### src/design/rtlnh_pkg.sv
`timescale 1ns / 1ps
// ----------------------------------------------------------------------------
// rtlnh_pkg
// Shared types, constants and helpers for the nearest ray-triangle hit block.
// ----------------------------------------------------------------------------
package rtlnh_pkg;

  localparam int MAX_TRIANGLES_DEF = 65536;
  localparam int FRAC_BITS_DEF     = 16;

  localparam int CFG_IDX_W  = 3;
  localparam int CFG_DATA_W = 32;
  localparam int COORD_W    = 32;
  localparam int DIR_W      = 18;
  localparam int EPS_W      = 16;
  localparam int EDGE_W     = 33;
  localparam int IDX_W      = 16;
  localparam int T_W        = 31;
  localparam int NUM_UOPS   = 24;
  localparam int UOP_W      = 5;

  typedef logic signed [63:0] sval_t;

  localparam sval_t             SMAX   = 64'sh7FFF_FFFF_FFFF_FFFF;
  localparam logic signed [64:0] SMAX65 = 65'sh0_7FFF_FFFF_FFFF_FFFF;
  localparam logic [T_W-1:0]     T_CAP  = '1;

  typedef enum logic [CFG_IDX_W-1:0] {
    REG_ORIGIN_X = 3'd0,
    REG_ORIGIN_Y = 3'd1,
    REG_ORIGIN_Z = 3'd2,
    REG_DIR_X    = 3'd3,
    REG_DIR_Y    = 3'd4,
    REG_DIR_Z    = 3'd5,
    REG_DET_EPS  = 3'd6
  } cfg_reg_t;

  // one queued request: edges and origin offset, list position, last flag
  typedef struct packed {
    logic [2:0][EDGE_W-1:0] e1;
    logic [2:0][EDGE_W-1:0] e2;
    logic [2:0][EDGE_W-1:0] tv;
    logic                   last;
    logic [IDX_W-1:0]       idx;
  } job_t;

  typedef enum logic [4:0] {
    SRC_E1_0, SRC_E1_1, SRC_E1_2,
    SRC_E2_0, SRC_E2_1, SRC_E2_2,
    SRC_TV_0, SRC_TV_1, SRC_TV_2,
    SRC_DIR_0, SRC_DIR_1, SRC_DIR_2,
    SRC_PV_0, SRC_PV_1, SRC_PV_2,
    SRC_QV_0, SRC_QV_1, SRC_QV_2
  } src_t;

  typedef enum logic [3:0] {
    R_PV0, R_PV1, R_PV2, R_DET, R_NU, R_QV0, R_QV1, R_QV2, R_NV, R_NT
  } dst_t;

  typedef struct packed {
    src_t a;
    src_t b;
    logic neg;
    dst_t dst;
    logic first;
  } uop_t;

  function automatic uop_t uop_rom(logic [UOP_W-1:0] s);
    uop_t u;
    unique case (s)
      5'd0:  u = '{SRC_DIR_1, SRC_E2_2, 1'b0, R_PV0, 1'b1};
      5'd1:  u = '{SRC_DIR_2, SRC_E2_1, 1'b1, R_PV0, 1'b0};
      5'd2:  u = '{SRC_DIR_2, SRC_E2_0, 1'b0, R_PV1, 1'b1};
      5'd3:  u = '{SRC_DIR_0, SRC_E2_2, 1'b1, R_PV1, 1'b0};
      5'd4:  u = '{SRC_DIR_0, SRC_E2_1, 1'b0, R_PV2, 1'b1};
      5'd5:  u = '{SRC_DIR_1, SRC_E2_0, 1'b1, R_PV2, 1'b0};
      5'd6:  u = '{SRC_E1_0,  SRC_PV_0, 1'b0, R_DET, 1'b1};
      5'd7:  u = '{SRC_E1_1,  SRC_PV_1, 1'b0, R_DET, 1'b0};
      5'd8:  u = '{SRC_E1_2,  SRC_PV_2, 1'b0, R_DET, 1'b0};
      5'd9:  u = '{SRC_TV_0,  SRC_PV_0, 1'b0, R_NU,  1'b1};
      5'd10: u = '{SRC_TV_1,  SRC_PV_1, 1'b0, R_NU,  1'b0};
      5'd11: u = '{SRC_TV_2,  SRC_PV_2, 1'b0, R_NU,  1'b0};
      5'd12: u = '{SRC_TV_1,  SRC_E1_2, 1'b0, R_QV0, 1'b1};
      5'd13: u = '{SRC_TV_2,  SRC_E1_1, 1'b1, R_QV0, 1'b0};
      5'd14: u = '{SRC_TV_2,  SRC_E1_0, 1'b0, R_QV1, 1'b1};
      5'd15: u = '{SRC_TV_0,  SRC_E1_2, 1'b1, R_QV1, 1'b0};
      5'd16: u = '{SRC_TV_0,  SRC_E1_1, 1'b0, R_QV2, 1'b1};
      5'd17: u = '{SRC_TV_1,  SRC_E1_0, 1'b1, R_QV2, 1'b0};
      5'd18: u = '{SRC_DIR_0, SRC_QV_0, 1'b0, R_NV,  1'b1};
      5'd19: u = '{SRC_DIR_1, SRC_QV_1, 1'b0, R_NV,  1'b0};
      5'd20: u = '{SRC_DIR_2, SRC_QV_2, 1'b0, R_NV,  1'b0};
      5'd21: u = '{SRC_E2_0,  SRC_QV_0, 1'b0, R_NT,  1'b1};
      5'd22: u = '{SRC_E2_1,  SRC_QV_1, 1'b0, R_NT,  1'b0};
      5'd23: u = '{SRC_E2_2,  SRC_QV_2, 1'b0, R_NT,  1'b0};
      default: u = '{SRC_E1_0, SRC_E1_0, 1'b0, R_PV0, 1'b1};
    endcase
    return u;
  endfunction

  // saturates to +-(2^63-1)
  function automatic sval_t sat_add(sval_t a, sval_t b);
    logic signed [64:0] s;
    s = $signed({a[63], a}) + $signed({b[63], b});
    if (s > SMAX65) return SMAX;
    else if (s < -SMAX65) return -SMAX;
    else return s[63:0];
  endfunction

endpackage

### src/design/rtlnh_fifo.sv
`timescale 1ns / 1ps
// ----------------------------------------------------------------------------
// rtlnh_fifo
// Two-entry queue between the front and the back.
// ----------------------------------------------------------------------------
module rtlnh_fifo (
  input  logic            clk,
  input  logic            rst,
  input  logic            push_valid,
  output logic            push_ready,
  input  rtlnh_pkg::job_t push_data,
  output logic            pop_valid,
  input  logic            pop_ready,
  output rtlnh_pkg::job_t pop_data
);
  import rtlnh_pkg::*;

  job_t       mem [2];
  logic       wr_ptr;
  logic       rd_ptr;
  logic [1:0] count;
  logic       do_push;
  logic       do_pop;

  assign push_ready = (count != 2'd2);
  assign pop_valid  = (count != 2'd0);
  assign pop_data   = mem[rd_ptr];
  assign do_push    = push_valid & push_ready;
  assign do_pop     = pop_valid & pop_ready;

  always_ff @(posedge clk) begin
    if (do_push) begin
      mem[wr_ptr] <= push_data;
    end
  end

  always_ff @(posedge clk) begin
    if (rst) begin
      wr_ptr <= 1'b0;
      rd_ptr <= 1'b0;
      count  <= 2'd0;
    end else begin
      if (do_push) wr_ptr <= ~wr_ptr;
      if (do_pop)  rd_ptr <= ~rd_ptr;
      count <= count + {1'b0, do_push} - {1'b0, do_pop};
    end
  end

endmodule

### config.mk
export PLATFORM = sky130hd
export DESIGN_NAME = rtlnh_fifo
export DESIGN_NICKNAME = d
export VERILOG_FILES = /design/src/design/rtlnh_pkg.sv /design/src/design/rtlnh_fifo.sv
export SDC_FILE = /design/constraint.sdc
export NUM_CORES = 1
export LEC_CHECK = 0
export ABC_AREA = 1
export BUFFER_PORTS_ARGS = -buffer_cell sky130_fd_sc_hd__buf_2
export CORE_MARGIN = 5
export CORE_UTILIZATION = 25
export DETAILED_ROUTE_END_ITERATION = 8
export GPL_TIMING_DRIVEN = 1
export SLEW_MARGIN = 5
export SYNTH_ARGS = -nofsm -noshare
export SYNTH_HDL_FRONTEND = slang
export SYNTH_SLANG_ARGS = --single-unit
### constraint.sdc
create_clock -name clk -period 42.3 [get_ports clk]
set_input_delay 2.115 -clock clk [delete_from_list [all_inputs] [get_ports clk]]
set_output_delay 2.115 -clock clk [all_outputs]
set_load 0.03 [all_outputs]
Word level (Yosys, flattened, before mapping)
Memories as Yosys holds them, arrays and structs flattened. A register that Yosys moved wholly into a read port is not among the register bits.
Index checks and enable logic that the tools add are counted.
Widths: inputs -> output; s select.

word-level totals
  register bits = 4
  bits in writable memories = 628
  output and inout bits = 316
  memories = 1

cells by class
  $add $sub $neg = 2
  equal/unequal tests = 1
  mux-type cells = 4
  bitwise logic cells = 4
  reductions and logical operators = 1

memories
  memory  words  bits a word  read ports  clocked after memory_dff  write ports  line              source
  mem     2      314          1           1                         1            rtlnh_fifo.sv:18  job_t mem [2];

operators with widths
  kind                number
  $mux 1              4
  $add 2x1->2         1
  $and 1x1->1         2
  $ne 2x2->1 const B  1
  $not 1->1           2
  $reduce_bool 2->1   1
  $sub 2x1->2         1

Depth between registers and ports, before layout
  depth after elaboration = 4
  depth in mapped cells = 11
  gate-level depth less buffers = 11

Worst setup path after synthesis
OpenSTA, ideal clock, no wires.

  path type = input -> register
  start = input port push_valid
  end = memory mem[0][0] (netlist name) (enable)
  library setup time = 0.996 ns
  arrival time = 15.195 ns
  data required time = 41.304 ns
  setup slack = 26.109 ns
  cell stages on the path = 2
  buffers on the path = 0
  path through = nand2_1 -> nor2_1

between the ends
  cells in the longest elaborated chain, start to end = 3

RTL lines
  item                          line              source
  from (decl)                   rtlnh_fifo.sv:9   input logic push_valid,
  $and 1x1->1                   rtlnh_fifo.sv:28  assign do_push = push_valid & push_ready;
  $mux 1                        rtlnh_fifo.sv:32  if (do_push) begin
  $mux 1 (not written as such)  rtlnh_fifo.sv:33  mem[wr_ptr] <= push_data;
  to (decl)                     rtlnh_fifo.sv:18

Every way passes these cells.

==> results.txt <==
clock-pin slew on the worst setup and hold paths - 0.06 ns
Slew @ Worst Pin - 1.12 ns
CP endpoint kind - primary output
hold slack final - 0.515 ns
sequential area share after synthesis - 79.1%
outcome - finished, final reports clean
port buffer count - 633
Max clock buf depth - 3
DP Wirelength - 40900 um
worst hold path class - reg -> reg
filler cell count - 9143
Worst EP arrival - 3.90 ns
Die H - 320 um
Final Cell Area - 30800 sq um
Fin Setup TNS - 0 ns
number of global-route vias before repair - 13100
Final Max Slew Viols - 0
CTS tree - built
Cell Area, Placed - 28500 sq um
setup bufs post-CTS - 0
clk root buf - clkbuf_16
CTS Buf Count - 69
Clock Latency Late Sink - 0.60 ns
Yosys cell types - 12
multi-input gate area in the final layout - 4630 sq um
Pleak - 11.7 nW
Core Region - 95200 sq um
Max Clock Freq - 166 MHz
Final Hold Viols - 0
Worst Path Required - 40.18 ns
Die Span X - 320 um
Top delay family on crit path - buffers and inverters
GRT overflow - 0
drt first pass iters - 4
mux cell area share after synthesis - 18.8%
final core utilization - 32.4%
yosys warns - 0
CP most frequent cell - buf_4
Iter 0 DRT Violations - 658
clk_skew - 0.0131 ns
first-pass GRT wire length - 83600 um
Post-route DRC - 0
Adder-Cell Fraction of Synth Area - 0.104%
XOR/XNOR Fraction of Synth Area - 0%
CP bufs+invs - 3
die area - 102000 sq um
initial antenna violation count - 15
Row Count - 113
Startpoint Class - flip-flop
Hold Buf Count CTS - 0
RePlAce Congestion - 0.818
Final nets - 2014
drt total wl - 58000 um
initial core utilization - 25.2%
Slew HR - 25.0%
RSZ-0062 raised after global routing - false
syn_nets - 1334
flops & latches, synth - 633
Vias per Instance - 3.98
period utilization - 14.2%
Reg area - 19000 sq um
DRT antenna net count - 0
Pwr Density - 65.2 nW/um^2
Crit-path slowest cell - buf_4
Avg WL per Cell - 19.2 um
final setup violation count - 0
Area Overhead vs Synth - 28.4%
VDD IR max - 0.0000499 V
area of the mapped netlist - 24000 sq um
post_cts resized - 0
share of cells above drive strength 1 - 60.5%
Total GRT Usage - 10.8%
CP max FO - 58
total of max-cap violations - 0
DR vias - 12000
largest family of logic cells by synthesized area - multiplexers
crit path cell chain - buf_4 -> buf_4 -> mux2_4 -> buf_2
cells after synthesis - 1014
post-synthesis compound-gate area fraction - 0.0417%
htree depth - 3
simple-gate share of the synthesized area - 0.329%
Overall Power - 2.01 mW
largest net degree at the start of global routing - 137
minimum clock period - 6.01 ns
Avg Synthesized Cell Area - 23.6 sq um
Worst Setup Path Type - reg -> out
number of I/O pins - 634
Crit path largest cell delay - 0.96 ns
clock sink count - 633
==> placed cells by master (no fill, tap or decap) <==
cell and n:
buf_2 633, edfxtp_1 628, mux2_4 260, clkbuf_16 72, mux2_2 54, clkbuf_1 15, clkinv_1 14, clkinv_2 10
buf_4 9, nor2_1 8, nand2_1 8, bufinv_16 8, inv_1 7, diode_2 6, inv_6 5, dfxtp_1 4
nand3_1 3, a21oi_1 2, ha_1 2, buf_12 2, inv_8 1, nor2_4 1, dfxtp_4 1, clkinv_4 1
clkinvlp_4 1, clkinv_8 1
==> cell families after synthesis <==
family	Yosys count
simple gates	20
fa+ha+maj	2
buf+inv	43
mux	314
flops	633
compound gates	2
==> flip-flops by register name, summed over array words and instances, names as in the netlist, named ones only <==
register  count
mem         628
count         2
rd_ptr        1
wr_ptr        1
==> synthesized netlist by cell type <==
library cell  number  area share [%]
edfxtp_1         628              79
mux2_4           260              16
mux2_2            54             2.5
buf_6             30             1.4
nor2_1             9            0.14
inv_1              8            0.13
nand2_1            8            0.13
buf_2              5            0.10
dfxtp_1            5            0.42
nand3_1            3           0.063
a21oi_1            2           0.042
ha_1               2            0.10
==> final timing paths <==
kind | start | endpoint | slack [ns] | cells after the start
setup / recovery | flip-flop | pop_data[221] | 36.29 | 4
setup reg to reg | count[0] | mem[0][67] | 38.06 | 7
hold / removal | rd_ptr | rd_ptr | 0.52 | 2
hold reg to reg | rd_ptr | rd_ptr | 0.52 | 2
==> worst register-to-register path, delay by kind of cell, from the launching register on <==
family | cells | cell delay, ns
AND/OR/NAND/NOR | 3 | 0.91
flip-flops | 1 | 0.36
buffers and inverters | 4 | 2.51
==> where the power goes <==
| part | total [mW] | switching [mW] | internal, mW |
|---|---|---|---|
| sequential | 0.819 | 0.0246 | 0.795 |
| combinational | 0.586 | 0.373 | 0.214 |
| clock | 0.600 | 0.239 | 0.362 |
| total | 2.01 | 0.636 | 1.37 |
==> layout make-up <==
type	count	area share [%]
inverters	8	0.122
multi-input cells	338	15.1
repair buffers	644	10.6
flip-flops and latches	633	61.6
clock buffers	87	6.04
diodes	6	0.0488
clock inverters	40	1.36
well taps	1265	5.14
==> metrics by stage <==
stage / setup WS [ns] / cells
finish: 36.29 / 3021
global route: 36.06 / 3019
CTS: 36.15 / 3015
detailed placement: 36.33 / 2888
global placement: 36.49 / 2888
floorplan: 26.11 / 1014
==> routing by layer <==
layer  vias up  track usage, %  wire [um]
met5         -               0         34
met3       108            3.84       4710
met1      6057            11.8      21400
met2       450            19.4      30200
li1       5416               -          -
met4         6            3.88       1640
Power figures use the tool's default switching activity.
