[config.mk]
export PLATFORM = sky130hd
export DESIGN_NAME = rtlnh_front_flat
export DESIGN_NICKNAME = d
export VERILOG_FILES = /design/src/design/rtlnh_pkg.sv /design/src/design/rtlnh_ifs.sv /design/src/design/rtlnh_front.sv /design/src/flat_wrapper.sv
export SDC_FILE = /design/constraint.sdc
export NUM_CORES = 1
export LEC_CHECK = 0
export ABC_AREA = 1
export BUFFER_PORTS_ARGS = -buffer_cell sky130_fd_sc_hd__buf_2
export CORE_MARGIN = 5
export CORE_UTILIZATION = 30
export DETAILED_ROUTE_END_ITERATION = 10
export GPL_ROUTABILITY_DRIVEN = 0
export RECOVER_POWER = 100
export SETUP_SLACK_MARGIN = 0.4
export SYNTH_ARGS = -nofsm -noshare
export SYNTH_HDL_FRONTEND = slang
export SYNTH_SLANG_ARGS = --single-unit
[constraint.sdc]
create_clock -name clk -period 1.8 [get_ports clk]
set_input_delay 0.18 -clock clk [delete_from_list [all_inputs] [get_ports clk]]
set_output_delay 0.18 -clock clk [all_outputs]
set_load 0.005 [all_outputs]
[src/design/rtlnh_pkg.sv]
`timescale 1ns / 1ps
// ----------------------------------------------------------------------------
// rtlnh_pkg
// Shared types, constants and helpers for the nearest ray-triangle hit block.
// ----------------------------------------------------------------------------
package rtlnh_pkg;

  localparam int MAX_TRIANGLES_DEF = 65536;
  localparam int FRAC_BITS_DEF     = 16;

  localparam int CFG_IDX_W  = 3;
  localparam int CFG_DATA_W = 32;
  localparam int COORD_W    = 32;
  localparam int DIR_W      = 18;
  localparam int EPS_W      = 16;
  localparam int EDGE_W     = 33;
  localparam int IDX_W      = 16;
  localparam int T_W        = 31;
  localparam int NUM_UOPS   = 24;
  localparam int UOP_W      = 5;

  typedef logic signed [63:0] sval_t;

  localparam sval_t             SMAX   = 64'sh7FFF_FFFF_FFFF_FFFF;
  localparam logic signed [64:0] SMAX65 = 65'sh0_7FFF_FFFF_FFFF_FFFF;
  localparam logic [T_W-1:0]     T_CAP  = '1;

  typedef enum logic [CFG_IDX_W-1:0] {
    REG_ORIGIN_X = 3'd0,
    REG_ORIGIN_Y = 3'd1,
    REG_ORIGIN_Z = 3'd2,
    REG_DIR_X    = 3'd3,
    REG_DIR_Y    = 3'd4,
    REG_DIR_Z    = 3'd5,
    REG_DET_EPS  = 3'd6
  } cfg_reg_t;

  // one queued request: edges and origin offset, list position, last flag
  typedef struct packed {
    logic [2:0][EDGE_W-1:0] e1;
    logic [2:0][EDGE_W-1:0] e2;
    logic [2:0][EDGE_W-1:0] tv;
    logic                   last;
    logic [IDX_W-1:0]       idx;
  } job_t;

  typedef enum logic [4:0] {
    SRC_E1_0, SRC_E1_1, SRC_E1_2,
    SRC_E2_0, SRC_E2_1, SRC_E2_2,
    SRC_TV_0, SRC_TV_1, SRC_TV_2,
    SRC_DIR_0, SRC_DIR_1, SRC_DIR_2,
    SRC_PV_0, SRC_PV_1, SRC_PV_2,
    SRC_QV_0, SRC_QV_1, SRC_QV_2
  } src_t;

  typedef enum logic [3:0] {
    R_PV0, R_PV1, R_PV2, R_DET, R_NU, R_QV0, R_QV1, R_QV2, R_NV, R_NT
  } dst_t;

  typedef struct packed {
    src_t a;
    src_t b;
    logic neg;
    dst_t dst;
    logic first;
  } uop_t;

  function automatic uop_t uop_rom(logic [UOP_W-1:0] s);
    uop_t u;
    unique case (s)
      5'd0:  u = '{SRC_DIR_1, SRC_E2_2, 1'b0, R_PV0, 1'b1};
      5'd1:  u = '{SRC_DIR_2, SRC_E2_1, 1'b1, R_PV0, 1'b0};
      5'd2:  u = '{SRC_DIR_2, SRC_E2_0, 1'b0, R_PV1, 1'b1};
      5'd3:  u = '{SRC_DIR_0, SRC_E2_2, 1'b1, R_PV1, 1'b0};
      5'd4:  u = '{SRC_DIR_0, SRC_E2_1, 1'b0, R_PV2, 1'b1};
      5'd5:  u = '{SRC_DIR_1, SRC_E2_0, 1'b1, R_PV2, 1'b0};
      5'd6:  u = '{SRC_E1_0,  SRC_PV_0, 1'b0, R_DET, 1'b1};
      5'd7:  u = '{SRC_E1_1,  SRC_PV_1, 1'b0, R_DET, 1'b0};
      5'd8:  u = '{SRC_E1_2,  SRC_PV_2, 1'b0, R_DET, 1'b0};
      5'd9:  u = '{SRC_TV_0,  SRC_PV_0, 1'b0, R_NU,  1'b1};
      5'd10: u = '{SRC_TV_1,  SRC_PV_1, 1'b0, R_NU,  1'b0};
      5'd11: u = '{SRC_TV_2,  SRC_PV_2, 1'b0, R_NU,  1'b0};
      5'd12: u = '{SRC_TV_1,  SRC_E1_2, 1'b0, R_QV0, 1'b1};
      5'd13: u = '{SRC_TV_2,  SRC_E1_1, 1'b1, R_QV0, 1'b0};
      5'd14: u = '{SRC_TV_2,  SRC_E1_0, 1'b0, R_QV1, 1'b1};
      5'd15: u = '{SRC_TV_0,  SRC_E1_2, 1'b1, R_QV1, 1'b0};
      5'd16: u = '{SRC_TV_0,  SRC_E1_1, 1'b0, R_QV2, 1'b1};
      5'd17: u = '{SRC_TV_1,  SRC_E1_0, 1'b1, R_QV2, 1'b0};
      5'd18: u = '{SRC_DIR_0, SRC_QV_0, 1'b0, R_NV,  1'b1};
      5'd19: u = '{SRC_DIR_1, SRC_QV_1, 1'b0, R_NV,  1'b0};
      5'd20: u = '{SRC_DIR_2, SRC_QV_2, 1'b0, R_NV,  1'b0};
      5'd21: u = '{SRC_E2_0,  SRC_QV_0, 1'b0, R_NT,  1'b1};
      5'd22: u = '{SRC_E2_1,  SRC_QV_1, 1'b0, R_NT,  1'b0};
      5'd23: u = '{SRC_E2_2,  SRC_QV_2, 1'b0, R_NT,  1'b0};
      default: u = '{SRC_E1_0, SRC_E1_0, 1'b0, R_PV0, 1'b1};
    endcase
    return u;
  endfunction

  // saturates to +-(2^63-1)
  function automatic sval_t sat_add(sval_t a, sval_t b);
    logic signed [64:0] s;
    s = $signed({a[63], a}) + $signed({b[63], b});
    if (s > SMAX65) return SMAX;
    else if (s < -SMAX65) return -SMAX;
    else return s[63:0];
  endfunction

endpackage

[src/design/rtlnh_ifs.sv]
`timescale 1ns / 1ps
// ----------------------------------------------------------------------------
// rtlnh interfaces
// Triangle, result and register-write channels, valid/ready handshake.
// ----------------------------------------------------------------------------
interface rtlnh_tri_if;
  import rtlnh_pkg::*;
  logic                      valid;
  logic                      ready;
  logic signed [COORD_W-1:0] a_x, a_y, a_z;
  logic signed [COORD_W-1:0] b_x, b_y, b_z;
  logic signed [COORD_W-1:0] c_x, c_y, c_z;
  logic                      last_tri;
  modport source (output valid, a_x, a_y, a_z, b_x, b_y, b_z, c_x, c_y, c_z,
                  last_tri, input ready);
  modport sink (input valid, a_x, a_y, a_z, b_x, b_y, b_z, c_x, c_y, c_z,
                last_tri, output ready);
endinterface


[src/design/rtlnh_front.sv]
`timescale 1ns / 1ps
// ----------------------------------------------------------------------------
// rtlnh_front
// Takes triangles, forms edges and origin offset, tags list position.
// ----------------------------------------------------------------------------
module rtlnh_front #(
  parameter int MAX_TRIANGLES = rtlnh_pkg::MAX_TRIANGLES_DEF
) (
  input  logic                          clk,
  input  logic                          rst,
  rtlnh_tri_if.sink                     triangle,
  input  logic signed [31:0]            origin_x,
  input  logic signed [31:0]            origin_y,
  input  logic signed [31:0]            origin_z,
  output rtlnh_pkg::job_t               job,
  output logic                          job_valid,
  input  logic                          job_ready
);
  import rtlnh_pkg::*;

  localparam int CNT_W = (MAX_TRIANGLES > 1) ? $clog2(MAX_TRIANGLES) : 1;

  logic [CNT_W-1:0] cnt;
  logic [CNT_W-1:0] cnt_next;
  logic [31:0]      cnt_ext;
  logic             accept;

  function automatic logic [EDGE_W-1:0] diff(logic signed [31:0] p,
                                             logic signed [31:0] q);
    return {p[31], p} - {q[31], q};
  endfunction

  assign accept          = triangle.valid & job_ready;
  assign triangle.ready  = job_ready;
  assign job_valid       = triangle.valid;
  assign cnt_ext         = 32'(cnt);

  always_comb begin
    job.e1[0] = diff(triangle.b_x, triangle.a_x);
    job.e1[1] = diff(triangle.b_y, triangle.a_y);
    job.e1[2] = diff(triangle.b_z, triangle.a_z);
    job.e2[0] = diff(triangle.c_x, triangle.a_x);
    job.e2[1] = diff(triangle.c_y, triangle.a_y);
    job.e2[2] = diff(triangle.c_z, triangle.a_z);
    job.tv[0] = diff(origin_x, triangle.a_x);
    job.tv[1] = diff(origin_y, triangle.a_y);
    job.tv[2] = diff(origin_z, triangle.a_z);
    job.last  = triangle.last_tri;
    job.idx   = cnt_ext[IDX_W-1:0];
  end

  always_comb begin
    if (triangle.last_tri) begin
      cnt_next = '0;
    end else if ({1'b0, cnt_ext} + 33'd1 >= 33'(MAX_TRIANGLES)) begin
      cnt_next = '0;
    end else begin
      cnt_next = cnt + CNT_W'(1);
    end
  end

  always_ff @(posedge clk) begin
    if (rst) begin
      cnt <= '0;
    end else if (accept) begin
      cnt <= cnt_next;
    end
  end

endmodule

[src/flat_wrapper.sv]
// flat-port wrapper written by rule: the top's interface ports become plain ports
module rtlnh_front_flat import rtlnh_pkg::*;
#(
  parameter int MAX_TRIANGLES = rtlnh_pkg::MAX_TRIANGLES_DEF
)
  (clk, rst, origin_x, origin_y, origin_z, job, job_valid, job_ready, triangle_valid, triangle_a_x, triangle_a_y, triangle_a_z, triangle_b_x, triangle_b_y, triangle_b_z, triangle_c_x, triangle_c_y, triangle_c_z, triangle_last_tri, triangle_ready);
  rtlnh_tri_if triangle_i ();
  input  logic clk;
  input  logic rst;
  input  logic signed [31:0] origin_x;
  input  logic signed [31:0] origin_y;
  input  logic signed [31:0] origin_z;
  output rtlnh_pkg::job_t job;
  output logic job_valid;
  input  logic job_ready;
  input wire logic [$bits(triangle_i.valid)-1:0] triangle_valid;
  input wire logic [$bits(triangle_i.a_x)-1:0] triangle_a_x;
  input wire logic [$bits(triangle_i.a_y)-1:0] triangle_a_y;
  input wire logic [$bits(triangle_i.a_z)-1:0] triangle_a_z;
  input wire logic [$bits(triangle_i.b_x)-1:0] triangle_b_x;
  input wire logic [$bits(triangle_i.b_y)-1:0] triangle_b_y;
  input wire logic [$bits(triangle_i.b_z)-1:0] triangle_b_z;
  input wire logic [$bits(triangle_i.c_x)-1:0] triangle_c_x;
  input wire logic [$bits(triangle_i.c_y)-1:0] triangle_c_y;
  input wire logic [$bits(triangle_i.c_z)-1:0] triangle_c_z;
  input wire logic [$bits(triangle_i.last_tri)-1:0] triangle_last_tri;
  output wire logic [$bits(triangle_i.ready)-1:0] triangle_ready;
  assign triangle_i.valid = triangle_valid;
  assign triangle_i.a_x = triangle_a_x;
  assign triangle_i.a_y = triangle_a_y;
  assign triangle_i.a_z = triangle_a_z;
  assign triangle_i.b_x = triangle_b_x;
  assign triangle_i.b_y = triangle_b_y;
  assign triangle_i.b_z = triangle_b_z;
  assign triangle_i.c_x = triangle_c_x;
  assign triangle_i.c_y = triangle_c_y;
  assign triangle_i.c_z = triangle_c_z;
  assign triangle_i.last_tri = triangle_last_tri;
  assign triangle_ready = triangle_i.ready;
  rtlnh_front #(.MAX_TRIANGLES(MAX_TRIANGLES)) u_core (.clk(clk), .rst(rst), .triangle(triangle_i), .origin_x(origin_x), .origin_y(origin_y), .origin_z(origin_z), .job(job), .job_valid(job_valid), .job_ready(job_ready));
endmodule
; ---- Word-level counts from Yosys, hierarchy flattened
; Cells that the tools add are included.
; Widths: inputs -> output; s select.
[op_classes]
add_sub_neg = 11
magnitude_cmp = 1
mux = 2
n_bitwise = 1
[op_table]
columns = operator, count
row1 = $sub 32x32->33, 9
row2 = $ge 33x17->1 const B, 1
row3 = $mux 16, 2
row4 = $add 16x1->17 const B, 1
row5 = $add 16x1->16 const B, 1
row6 = $and 1x1->1, 1
[totals]
reg_bits = 16
out_inout_bits = 316
elab_cells = 16

; ---- Depth between registers and ports, before layout
; Gate-level depths: netlist (run 1).
[depth]
word_depth = 4
ltp_mapped = 14
depth_no_buf = 14

; ---- Worst setup path after synthesis (run 1)
; OpenSTA, ideal clock, no wires.
[synth_timing]
path_kind = input to output
from = in triangle_c_y[0]
to = out job[181] (netlist name)
arrival_time_ps = 1512
slack_ps = 108
stages = 14
n_path_buf = 0
cell_sequence = inv_1 -> ha_1 -> fa_1 -> inv_1 -> nand2_1 -> nand2_1 -> nand3_1 -> nand2_1 -> nand2_1 -> nand2_2 -> nand2_1 -> nand2_1 -> nand2_1 -> nand2_1
[synth_rtl]
columns = item, line
row1 = from (decl), flat_wrapper.sv:24  ; input wire logic [$bits(triangle_i.c_y)-1:0] triangle_c_y;
row2 = to (decl), flat_wrapper.sv:13  ; output rtlnh_pkg::job_t job;

==> out/qor.csv, run 1 <==
stage;metric;value;unit
logic_synthesis;synth_edf_count;0;
die;die-area;0.0837;mm^2
cells_and_area;reg_top3;u_core.cnt: 16 flops;
logic_synthesis;synth_area;0.0234;mm^2
logic_synthesis;synthTopCellsByCount;nand2_1, inv_1, nor2_1;
cells_and_area;regMostFlops;u_core.cnt;
worst_setup_path;worstPathArrival;1.89;ns
power;power.share.combinational;95.2;%
drt;ant_nets;0;
die;io_pins;705;
clocking;path_clk_slew;0.05;ns
logic_synthesis;synth_top_area_cell;nand2_1;
power;swShare;53.8;%
grt;grt_usage;26.7;%
placement;dp_hpwl;103;mm
sta;worst_pin_slew;0.359;ns
cells_and_area;final_core_util;56.0;%
power;p_int;8.14;mW
logic_synthesis;synth_top_area_share;36.4;%
sta;slew_violations;0;
worst_setup_path;worst-path-buf-inv;6;
placement;place_worst_setup_slack;-0.408;ns
clocking;cts_hold_buffers;0;
worst_hold_path;min_path_type;primary input to register;
die;fp.dieW;289;um
power;p_seq_share;2.0;%
sta;setup_ws;-0.269;ns
worst_setup_path;worst_setup_path_end_kind;primary output;
clocking;clock_sinks;16;
worst_setup_path;worstPathMaxFanout;3;
power;peakVddDrop;335;uV
clocking;htreeDepth;1;
logic_synthesis;synth_cells;4980;
flow_run;drv_cap;0;
power;netSwitchingPower;9.48;mW
die;fp.dieH;289;um
worst_setup_path;worstPathCellList;buf_6 > inv_8 > ha_1 > fa_2 > inv_2 > nand2_2 > nand2_2 > nand3_2 > nand2_4 > buf_4 > buf_6 > xor2_1 > buf_2;
drt;drt-initial-drc-count;1700;
drt;drt_pass1_iterations;5;
clocking;insertion_delay;0.25;ns
power;powerDensity;406;mW/mm^2
outcome;violations;setup timing;
drt;drt_wl_total;122;mm
logic_synthesis;synth-compound-area-share;5.11;%
sta;slew_headroom;76.0;%
worst_setup_path;slowest_stage;fa_2;
logic_synthesis;synth.most_common_cell;nand2_1;
grt;grt_first_pass_wirelength;177;mm
logic_synthesis;ys_ff_latch;16;
logic_synthesis;yosysSeqAreaShare;1.37;%
power;finalPower;17.6;mW
placement;portBuffers;704;
logic_synthesis;synthDistinctLibCells;33;
cells_and_area;largest_reg_flops;16;
drt;wl_per_cell;16.6;um
logic_synthesis;synth_mux_area_share;0;%
placement;dp_cells;7221;
sta;clock_skew;0.00124;ns
sta;period_needed;2.07;ns
die;coreArea;0.0775;mm^2
worst_setup_path;critPathMaxStageDelay;0.40;ns
grt;grt_max_degree;17;
clocking;cts_made_buffers;3;
sta;rsz0062_at_grt;true;
grt;grt-ovfl-total;0;
power;clockPowerShare;2.8;%
logic_synthesis;async_flop_share;0;%
cells_and_area;nets;6987;
cells_and_area;instances_no_fill;7371;
logic_synthesis;synth-simple-area-share;51.7;%
grt;grt_pass1_vias;33300;
drt;vias;34300;
power;leakage;25.2;nW
worst_setup_path;start_kind;primary input;
drt;drc;0;
cells_and_area;drive_gt1_share;48.4;%
sta;min_period_over_period;115;%
logic_synthesis;synth_xor_area_share;5.09;%
logic_synthesis;synth_area_per_cell;4.70;um^2
logic_synthesis;synth_area_leaders;nand2_1, inv_1, ha_1, nor2_1, xor2_1;
worst_setup_path;cp_top_family;adder cells;
sta;clock.fmax;483;MHz
logic_synthesis;syn_nets;5667;
grt;antenna_found_initial;41;
die;rows;102;
sta;setup_viol;242;
logic_synthesis;synthAdderAreaFrac;16.2;%
clocking;clock_path_buffers;2;
drt;drt-vias-per-instance;4.66;
worst_setup_path;cp_data_required_time;1.62;ns
logic_synthesis;ys.warnings.count;0;
clocking;cts_tree;yes;
die;start_util;30.2;%
logic_synthesis;synth_top_family_by_area;simple AND/OR/NAND/NOR gates;
outcome;status;complete, but fails checks;
worst_setup_path;critPathKind;primary input to primary output;
logic_synthesis;ys.flop_type;dfxtp_1;
sta;hold_viol;0;
cells_and_area;area_growth;85.4;%
clocking;cts-root-buf;clkbuf_16;
==> layout by cell type (no fill, tap or decap), types with 9 or more instances in the layout <==
cell type	n
inv_2	124
inv_1	1062
xor2_2	41
and2_4	14
a21oi_1	47
nand2_1	1504
clkinvlp_4	40
fa_2	9
nand3_1	130
ha_2	20
dfxtp_1	16
xnor2_1	16
buf_8	14
o21bai_1	10
nor2_4	109
nand2_2	567
buf_6	208
nor2_2	109
ha_1	95
a21oi_4	32
xor2_1	67
buf_2	540
diode_2	32
nand3_2	67
ha_4	174
buf_12	23
a21o_1	9
clkbuf_1	43
nand3_4	21
nor3_2	12
nand4_1	40
xor2_4	10
a21oi_2	116
buf_4	493
nor2_1	181
inv_4	21
nand2_4	232
nand2_8	21
==> metal layers <==
metal	global-route usage [%]	part of all wire [%]	vias up	wire length (um)
met1	31.4	40	15600	48700
li1	-	-	17300	-
met5	0	0.12	-	142
met3	4.78	6.3	308	7710
met4	13.5	5.7	20	6920
met2	46.4	48	1069	58800
==> power groups by stage <==
stage | Sequential [mW] | Clock (mW) | Combinational, mW
2_1_floorplan | 0.365 | 0 | 6.90
3_3_place_gp | 0.365 | 0 | 12.8
3_5_place_dp | 0.365 | 0 | 12.9
4_1_cts | 0.358 | 0.497 | 15.3
5_1_grt | 0.358 | 0.517 | 18.0
6_report | 0.358 | 0.492 | 16.8
==> worst register-to-register path: cells and delay by family, from the launching register on <==
kind | cells | cell delay (ns)
AOI/OAI and AO/OA | 1 | 0.31
and+or+nand+nor | 4 | 0.71
DFF | 1 | 0.39
adders and majority gates | 1 | 0.22
==> worst paths after layout <==
path                              start                         end  slack [ns]  depth (start not counted)
max                     triangle_c_y[0]                    job[157]       -0.27                         13
min                                 rst  u_core.cnt[1]$_SDFFE_PP0P_        0.22                          2
max reg2reg  u_core.cnt[0]$_SDFFE_PP0P_  u_core.cnt[8]$_SDFFE_PP0P_        0.04                          6
min reg2reg  u_core.cnt[1]$_SDFFE_PP0P_  u_core.cnt[1]$_SDFFE_PP0P_        0.50                          2
==> through the flow <==
| stage | TNS [ns] | area [um^2] | hold slack [ns] |
|---|---|---|---|
| after global routing | -57.91 | 43400 | 0.215 |
| after detailed placement | -56.45 | 35100 | 0.475 |
| after CTS | -30.44 | 40600 | 0.213 |
| after global placement | -52.70 | 35100 | 0.474 |
| final | -37.57 | 43400 | 0.220 |
| after floorplan | 0 | 26400 | 0.249 |
==> cells by family (layout without fill, tap and decap cells) <==
family | Yosys count | count (layout)
AND/OR/NAND/NOR | 3037 | 3037
flip-flops | 16 | 16
buffers and inverters | 1269 | 2588
adder cells (fa/ha/maj) | 298 | 298
AO/OA/AOI/OAI | 224 | 224
XOR/XNOR | 136 | 136
other | 0 | 32
==> repair_timing <==
item | in CTS | in global routing
setup buffers | 70 | 44
pin swaps | 611 | 441
resized for setup | 1293 | 649
endpoints found under the setup margin | 295 | 298
==> final cells by class <==
class / instances / area (um^2)
diodes: 32 / 80.1
multi-input cells: 3695 / 27000
repair buffers: 1325 / 9600
inverters: 1259 / 5030
clock buffers: 4 / 88.8
flip-flops and latches: 16 / 320
well taps: 1040 / 1300
fillers: 7551 / 34100
(Power assumes the default switching activity.)
==> inputs of run 2 (changes only) <==
--- a/config.mk
+++ b/config.mk
@@ -7,12 +7,11 @@
 export LEC_CHECK = 0
 export ABC_AREA = 1
 export BUFFER_PORTS_ARGS = -buffer_cell sky130_fd_sc_hd__buf_2
-export CORE_MARGIN = 5
 export CORE_UTILIZATION = 30
 export DETAILED_ROUTE_END_ITERATION = 10
 export GPL_ROUTABILITY_DRIVEN = 0
 export RECOVER_POWER = 100
-export SETUP_SLACK_MARGIN = 0.4
+export SETUP_SLACK_MARGIN = 0.05
 export SYNTH_ARGS = -nofsm -noshare
 export SYNTH_HDL_FRONTEND = slang
 export SYNTH_SLANG_ARGS = --single-unit
==> run 2 against run 1 <==
Net effect: the run still ends with setup timing left; total power barely moved; clock power barely moved; die area fell by 5.5%; critical endpoint is now job[165]; largest power group unchanged; final area rose by 1.1%; largest cell class unchanged; hold slack got worse by 0.028 ns; first-iteration DRC count rose by 26%; cell count rose by 0.72%.
==> out/qor.csv, run 2 (synthesized netlist as in run 1, its figures left out) <==
stage;metric;value;unit;change
cells_and_area;final_core_util;56.7;%;+0.71 points
die;fp.dieW;281;um;-2.8%
worst_setup_path;start_kind;primary input;;
placement;dp_cells;7306;;+1.2%
power;leakage;25.6;nW;+1.4%
worst_setup_path;r2r_slack;0.27;ns;+0.23 ns
worst_hold_path;min_path_type;primary input to register;;
worst_setup_path;critPathMaxStageDelay;0.30;ns;-0.10 ns
worst_setup_path;worstReg2RegEnd;u_core.cnt[15]$_SDFFE_PP0P_;;
worst_setup_path;cp_top_family;buffers and inverters;;
grt;grt-ovfl-total;0;;unchanged
worst_setup_path;worst-path-buf-inv;5;;-1
placement;postPlaceCellArea;0.0328;mm^2;-6.4%
grt;grt_pass1_vias;33200;;-0.29%
sta;holdWs;0.192;ns;-0.0275 ns
sta;worst_pin_slew;0.297;ns;-0.0619 ns
sta;slew_headroom;80.2;%;+4.2 points
drt;ant_nets;0;;unchanged
worst_setup_path;crit_top_cell;nand2_4;;
grt;grt_usage;27.7;%;+1.0 points
grt;grt_max_degree;11;;-6
drt;vias;35800;;+4.5%
cells_and_area;instances_no_fill;7424;;+0.72%
cells_and_area;area_growth;87.4;%;
drt;drt_pass1_iterations;6;;+1
worst_setup_path;worstPathMaxFanout;4;;+1
worst_setup_path;slowest_stage;ha_2;;
flow_run;drv_cap;0;;unchanged
sta;period_needed;2.08;ns;+0.00853 ns
drt;drt-initial-drc-count;2142;;+26%
cells_and_area;reg_top3;u_core.cnt: 16 flops;;
worst_hold_path;min_to;u_core.cnt[10]$_SDFFE_PP0P_;;
cells_and_area;design_area;0.0439;mm^2;+1.1%
grt;antenna_found_initial;25;;-39%
die;coreArea;0.0773;mm^2;-0.16%
sta;clock_skew;0.00162;ns;+0.000380 ns
worst_setup_path;critPathKind;primary input to primary output;;
die;rows;102;;unchanged
grt;grt_first_pass_wirelength;173;mm;-2.2%
outcome;status;complete, but fails checks;;
sta;min_period_over_period;115;%;+0.47 points
sta;rsz0062_at_grt;true;;
cells_and_area;drive_gt1_share;50.8;%;+2.5 points
clocking;cts_tree;yes;;
outcome;violations;setup timing;;
die;io_pins;705;;unchanged
die;die-area;0.0792;mm^2;-5.5%
clocking;clock_sinks;16;;unchanged
worst_setup_path;r2r-start;u_core.cnt[0]$_SDFFE_PP0P_;;
cells_and_area;final_common_cell;nand2_1;;
drt;wl_per_cell;16.6;um;+0.22%
cells_and_area;layout_common_cells;nand2_1, inv_1, nand2_2, buf_2, buf_4;;
sta;setup_ws;-0.278;ns;-0.00853 ns
power;finalPower;17.6;mW;about the same
cells_and_area;largest_reg_flops;16;;unchanged
sta;setup_viol;208;;-14%
worst_setup_path;cp_data_required_time;1.62;ns;about the same
worst_hold_path;hold_path_depth;2;;unchanged
placement;place_worst_setup_slack;-0.458;ns;-0.0500 ns
sta;clock.fmax;481;MHz;-0.41%
drt;drt_wl_total;123;mm;+0.94%
die;fp.dieH;281;um;-2.8%
worst_setup_path;reg2regPathDepth;8;;+2
cells_and_area;nets;7046;;+0.84%
worst_setup_path;worst_setup_path_end_kind;primary output;;
cells_and_area;regMostFlops;u_core.cnt;;
placement;dp_hpwl;97.6;mm;-5.2%
drt;drc;0;;unchanged
power;peakVddDrop;432;uV;+29%
clocking;cts_hold_buffers;0;;unchanged
die;start_util;30.3;%;+0.050 points
worst_hold_path;holdCritStartpoint;rst;;
worst_setup_path;worstPathArrival;1.90;ns;about the same
drt;drt-vias-per-instance;4.83;;+3.7%
clocking;cts-root-buf;clkbuf_16;;
sta;slew_violations;0;;unchanged
clocking;cts_made_buffers;3;;unchanged
worst_setup_path;worstPathCellList;buf_8 > inv_6 > ha_2 > nand2_2 > inv_1 > a21oi_1 > nand2_4 > nand2_4 > nand2_4 > buf_4 > xor2_1 > buf_2;;
clocking;insertion_delay;0.25;ns;about the same
sta;setup_tns;-20.29;ns;+17.28 ns
power;powerDensity;401;mW/mm^2;-1.2%
sta;hold_viol;0;;unchanged
clocking;clock_path_buffers;2;;unchanged
clocking;path_clk_slew;0.05;ns;about the same
clocking;htreeDepth;1;;unchanged
placement;portBuffers;704;;unchanged
run 2: area by class of cell:
cell class                 count  area [um^2]
timing repair buffer        1384         9890
antenna                       26         65.1
tap                         1040         1300
sequential                    16          320
fill                        6972        33500
clock buffer                   4         88.8
multi-input combinational   3695        27200
inverter                    1259         5040
run 2: worst register-to-register path, stage by stage, from the launching register on:
cell,delay [ns]
dfxtp_1,0.37
ha_1,0.24
nand3_2,0.15
nor2_4,0.18
nand4_2,0.14
nand2_2,0.15
nor2_1,0.06
nor2_1,0.09
nor2_1,0.05
run 2: what timing repair did:
item                                     CTS  global route
endpoints found under the setup margin   257           256
resized for setup                       1307          1234
buffers inserted                          51            49
pin swaps                                351           559
run 2: per-layer routing:
metal,vias to the layer above,track usage [%],wire [um]
li1,17400,-,-
met1,16400,31.7,46500
met2,1510,48.6,58600
met3,481,3.99,8510
met4,10,16.6,9740
met5,-,0,67
run 2: power by group:
part | switching, mW | internal (mW) | leakage (nW)
registers | 0.00153 | 0.356 | 0.129
logic | 9.29 | 7.46 | 25.4
clock network | 0.153 | 0.338 | 0.0443
run 2: how the worst max path moves through the flow:
stage / from / to / slack, ns / cells past startpoint
6_report: triangle_a_y[6] / job[165] / -0.28 / 12
2_1_floorplan: triangle_c_y[0] / job[181] / 0.11 / 14
5_1_grt: triangle_a_y[6] / job[165] / -0.32 / 12
3_3_place_gp: triangle_c_x[0] / job[128] / -0.48 / 14
4_1_cts: triangle_a_x[0] / job[128] / -0.25 / 13
3_5_place_dp: triangle_a_x[0] / job[128] / -0.46 / 13
==> inputs of run 3 (changes only) <==
--- a/config.mk
+++ b/config.mk
@@ -6,9 +6,10 @@
 export NUM_CORES = 1
 export LEC_CHECK = 0
 export ABC_AREA = 1
-export BUFFER_PORTS_ARGS = -buffer_cell sky130_fd_sc_hd__buf_2
-export CORE_UTILIZATION = 30
+export CORE_AREA = 2 2 277 279
 export DETAILED_ROUTE_END_ITERATION = 10
+export DIE_AREA = 0 0 279 281
+export DONT_BUFFER_PORTS = 1
 export GPL_ROUTABILITY_DRIVEN = 0
 export RECOVER_POWER = 100
 export SETUP_SLACK_MARGIN = 0.05
==> constraint.sdc (replaced) <==
create_clock -name clk -period 2.01 [get_ports clk]
set_input_delay 0.201 -clock clk [delete_from_list [all_inputs] [get_ports clk]]
set_output_delay 0.201 -clock clk [all_outputs]
set_load 0.005 [all_outputs]
==> run 3 against run 2 <==
Net effect: sequential share of layout area rose by 0.37 points; count of clock-buffer cells in the layout fell by 1; cell count fell by 17%; the run still ends with setup timing left; die area fell by 0.97%; critical path type unchanged; largest cell class unchanged; largest power group unchanged.
==> out/qor.csv, run 3 (synthesized netlist as in run 1, its figures left out) <==
stage;metric;value;unit;change
grt;grt_first_pass_wirelength;149;mm;-14%
drt;drc;0;;unchanged
grt;grt_max_degree;17;;+6
placement;portBuffers;0;;-100%
power;powerDensity;343;mW/mm^2;-14%
clocking;clock_path_buffers;2;;unchanged
cells_and_area;final_common_cell;nand2_1;;
sta;clock.fmax;496;MHz;
drt;drt-vias-per-instance;4.83;;about the same
clocking;htreeDepth;1;;unchanged
drt;wl_per_cell;16.9;um;+1.6%
outcome;status;complete, but fails checks;;
worst_setup_path;start_kind;primary input;;
die;die-area;0.0784;mm^2;-0.97%
sta;slew_headroom;70.3;%;-9.9 points
worst_hold_path;min_path_type;primary input to register;;
cells_and_area;drive_gt1_share;16.0;%;-35 points
grt;grt_pass1_vias;26700;;-20%
drt;ant_nets;0;;unchanged
clocking;cts_made_buffers;3;;unchanged
sta;holdWs;0.0179;ns;-0.174 ns
power;leakage;18.3;nW;-28%
sta;period_needed;2.02;ns;
drt;vias;29700;;-17%
cells_and_area;largest_reg_flops;16;;unchanged
cells_and_area;area_growth;24.3;%;
die;start_util;31.0;%;+0.76 points
cells_and_area;layout_common_cells;nand2_1, inv_1, nor2_1, nand2_2, nand3_1;;
worst_setup_path;worstPathArrival;1.81;ns;-0.09 ns
cells_and_area;regMostFlops;u_core.cnt;;
sta;min_period_over_period;100;%;
sta;slew_violations;0;;unchanged
power;peakVddDrop;410;uV;-5.2%
flow_run;drv_cap;0;;unchanged
sta;setup_ws;-0.00515;ns;+0.273 ns
cells_and_area;reg_top3;u_core.cnt: 16 flops;;
clocking;path_clk_slew;0.05;ns;about the same
sta;setup_viol;1;;-99.5%
die;coreArea;0.0754;mm^2;-2.5%
die;fp.dieH;281;um;-0.13%
drt;drt-initial-drc-count;2066;;-3.5%
clocking;insertion_delay;0.24;ns;about the same
worst_setup_path;worstPathMaxFanout;4;;unchanged
grt;antenna_found_initial;6;;-76%
sta;clock_skew;0.00149;ns;-0.000134 ns
die;io_pins;705;;unchanged
sta;worst_pin_slew;0.442;ns;+0.146 ns
die;rows;101;;-0.98%
clocking;clock_sinks;16;;unchanged
sta;hold_viol;0;;unchanged
drt;drt_pass1_iterations;9;;+3
cells_and_area;final_core_util;38.6;%;-18 points
clocking;cts_tree;yes;;
worst_setup_path;worst_setup_path_end_kind;primary output;;
drt;drt_wl_total;104;mm;-16%
sta;rsz0062_at_grt;true;;
die;fp.dieW;279;um;-0.84%
grt;grt_usage;24.4;%;-3.3 points
grt;grt-ovfl-total;0;;unchanged
worst_setup_path;critPathKind;primary input to primary output;;
outcome;violations;setup timing;;
worst_setup_path;cp_data_required_time;1.81;ns;+0.19 ns
placement;dp_hpwl;91.6;mm;-6.1%
cells_and_area;nets;5850;;-17%
clocking;cts-root-buf;clkbuf_16;;
run 3: cell types whose count changed in the layout (fill, tap and decap cells not counted), sizes merged:
cell,before,now
buf,1382,184
clkinvlp,12,46
inv,1241,1213
diode,26,4
clkinv,6,0
clkbuf,6,7
run 3: metrics by stage:
stage	instances	TNS [ns]	power [mW]	worst slack (ns)	area (um^2)
finish	6143	-0.00515	10.0	-0.00515	29100
global route	6141	-0.483	10.9	-0.0590	29100
CTS	6102	0	8.86	0.0142	26100
detailed placement	6095	-1.17	8.33	-0.188	25700
global placement	6095	-0.872	8.29	-0.195	25700
floorplan	4980	0	5.66	0.276	23400
run 3: what timing repair did:
item / 4_1_cts / 5_1_grt
setup endpoints to repair: 82 / 193
pin swaps: 13 / 121
setup buffers: 4 / 37
resized for setup: 59 / 625
hold buffers: 0 / 0
run 3: layout make-up:
type | instances | area, um^2
clock buffer | 3 | 75.1
inverter | 1259 | 4900
sequential | 16 | 320
multi-input combinational | 3695 | 21000
fill | 8370 | 46300
tap | 978 | 1220
antenna | 4 | 10.0
timing repair buffer | 188 | 1600
run 3: path summary, 6_finish.rpt:
check	from	endpoint	cells past startpoint	slack (ns)
setup / recovery	triangle_a_z[13]	job[197]	9	-0.005
hold / removal	rst	u_core.cnt[10]$_SDFFE_PP0P_	1	0.02
setup reg to reg	u_core.cnt[0]$_SDFFE_PP0P_	u_core.cnt[8]$_SDFFE_PP0P_	6	0.23
hold reg to reg	u_core.cnt[1]$_SDFFE_PP0P_	u_core.cnt[1]$_SDFFE_PP0P_	2	0.52
run 3: power breakdown:
part | total [mW] | leakage, nW | switching (mW) | internal, mW
clock | 0.383 | 0.0370 | 0.122 | 0.261
sequential | 0.321 | 0.129 | 0.00169 | 0.319
combinational | 9.29 | 18.2 | 5.95 | 3.34
run 3: routing by layer:
layer,global-route usage [%],routed length (um),up-vias,part of all wire (%)
li1,-,-,15100,-
met1,27.4,39600,13200,38
met2,43.2,48400,1185,47
met3,6.00,9500,263,9.2
met4,11.2,6310,4,6.1
met5,0,26,-,0.025
run 3: critical path, cell delays in order:
cell and delay [ns]:
clkinvlp_4 0.24, ha_4 0.39, nand2_1 0.10, nor2_2 0.16, and2_1 0.13, nand2_1 0.06, nand2_2 0.11, xor2_1 0.24
buf_4 0.17
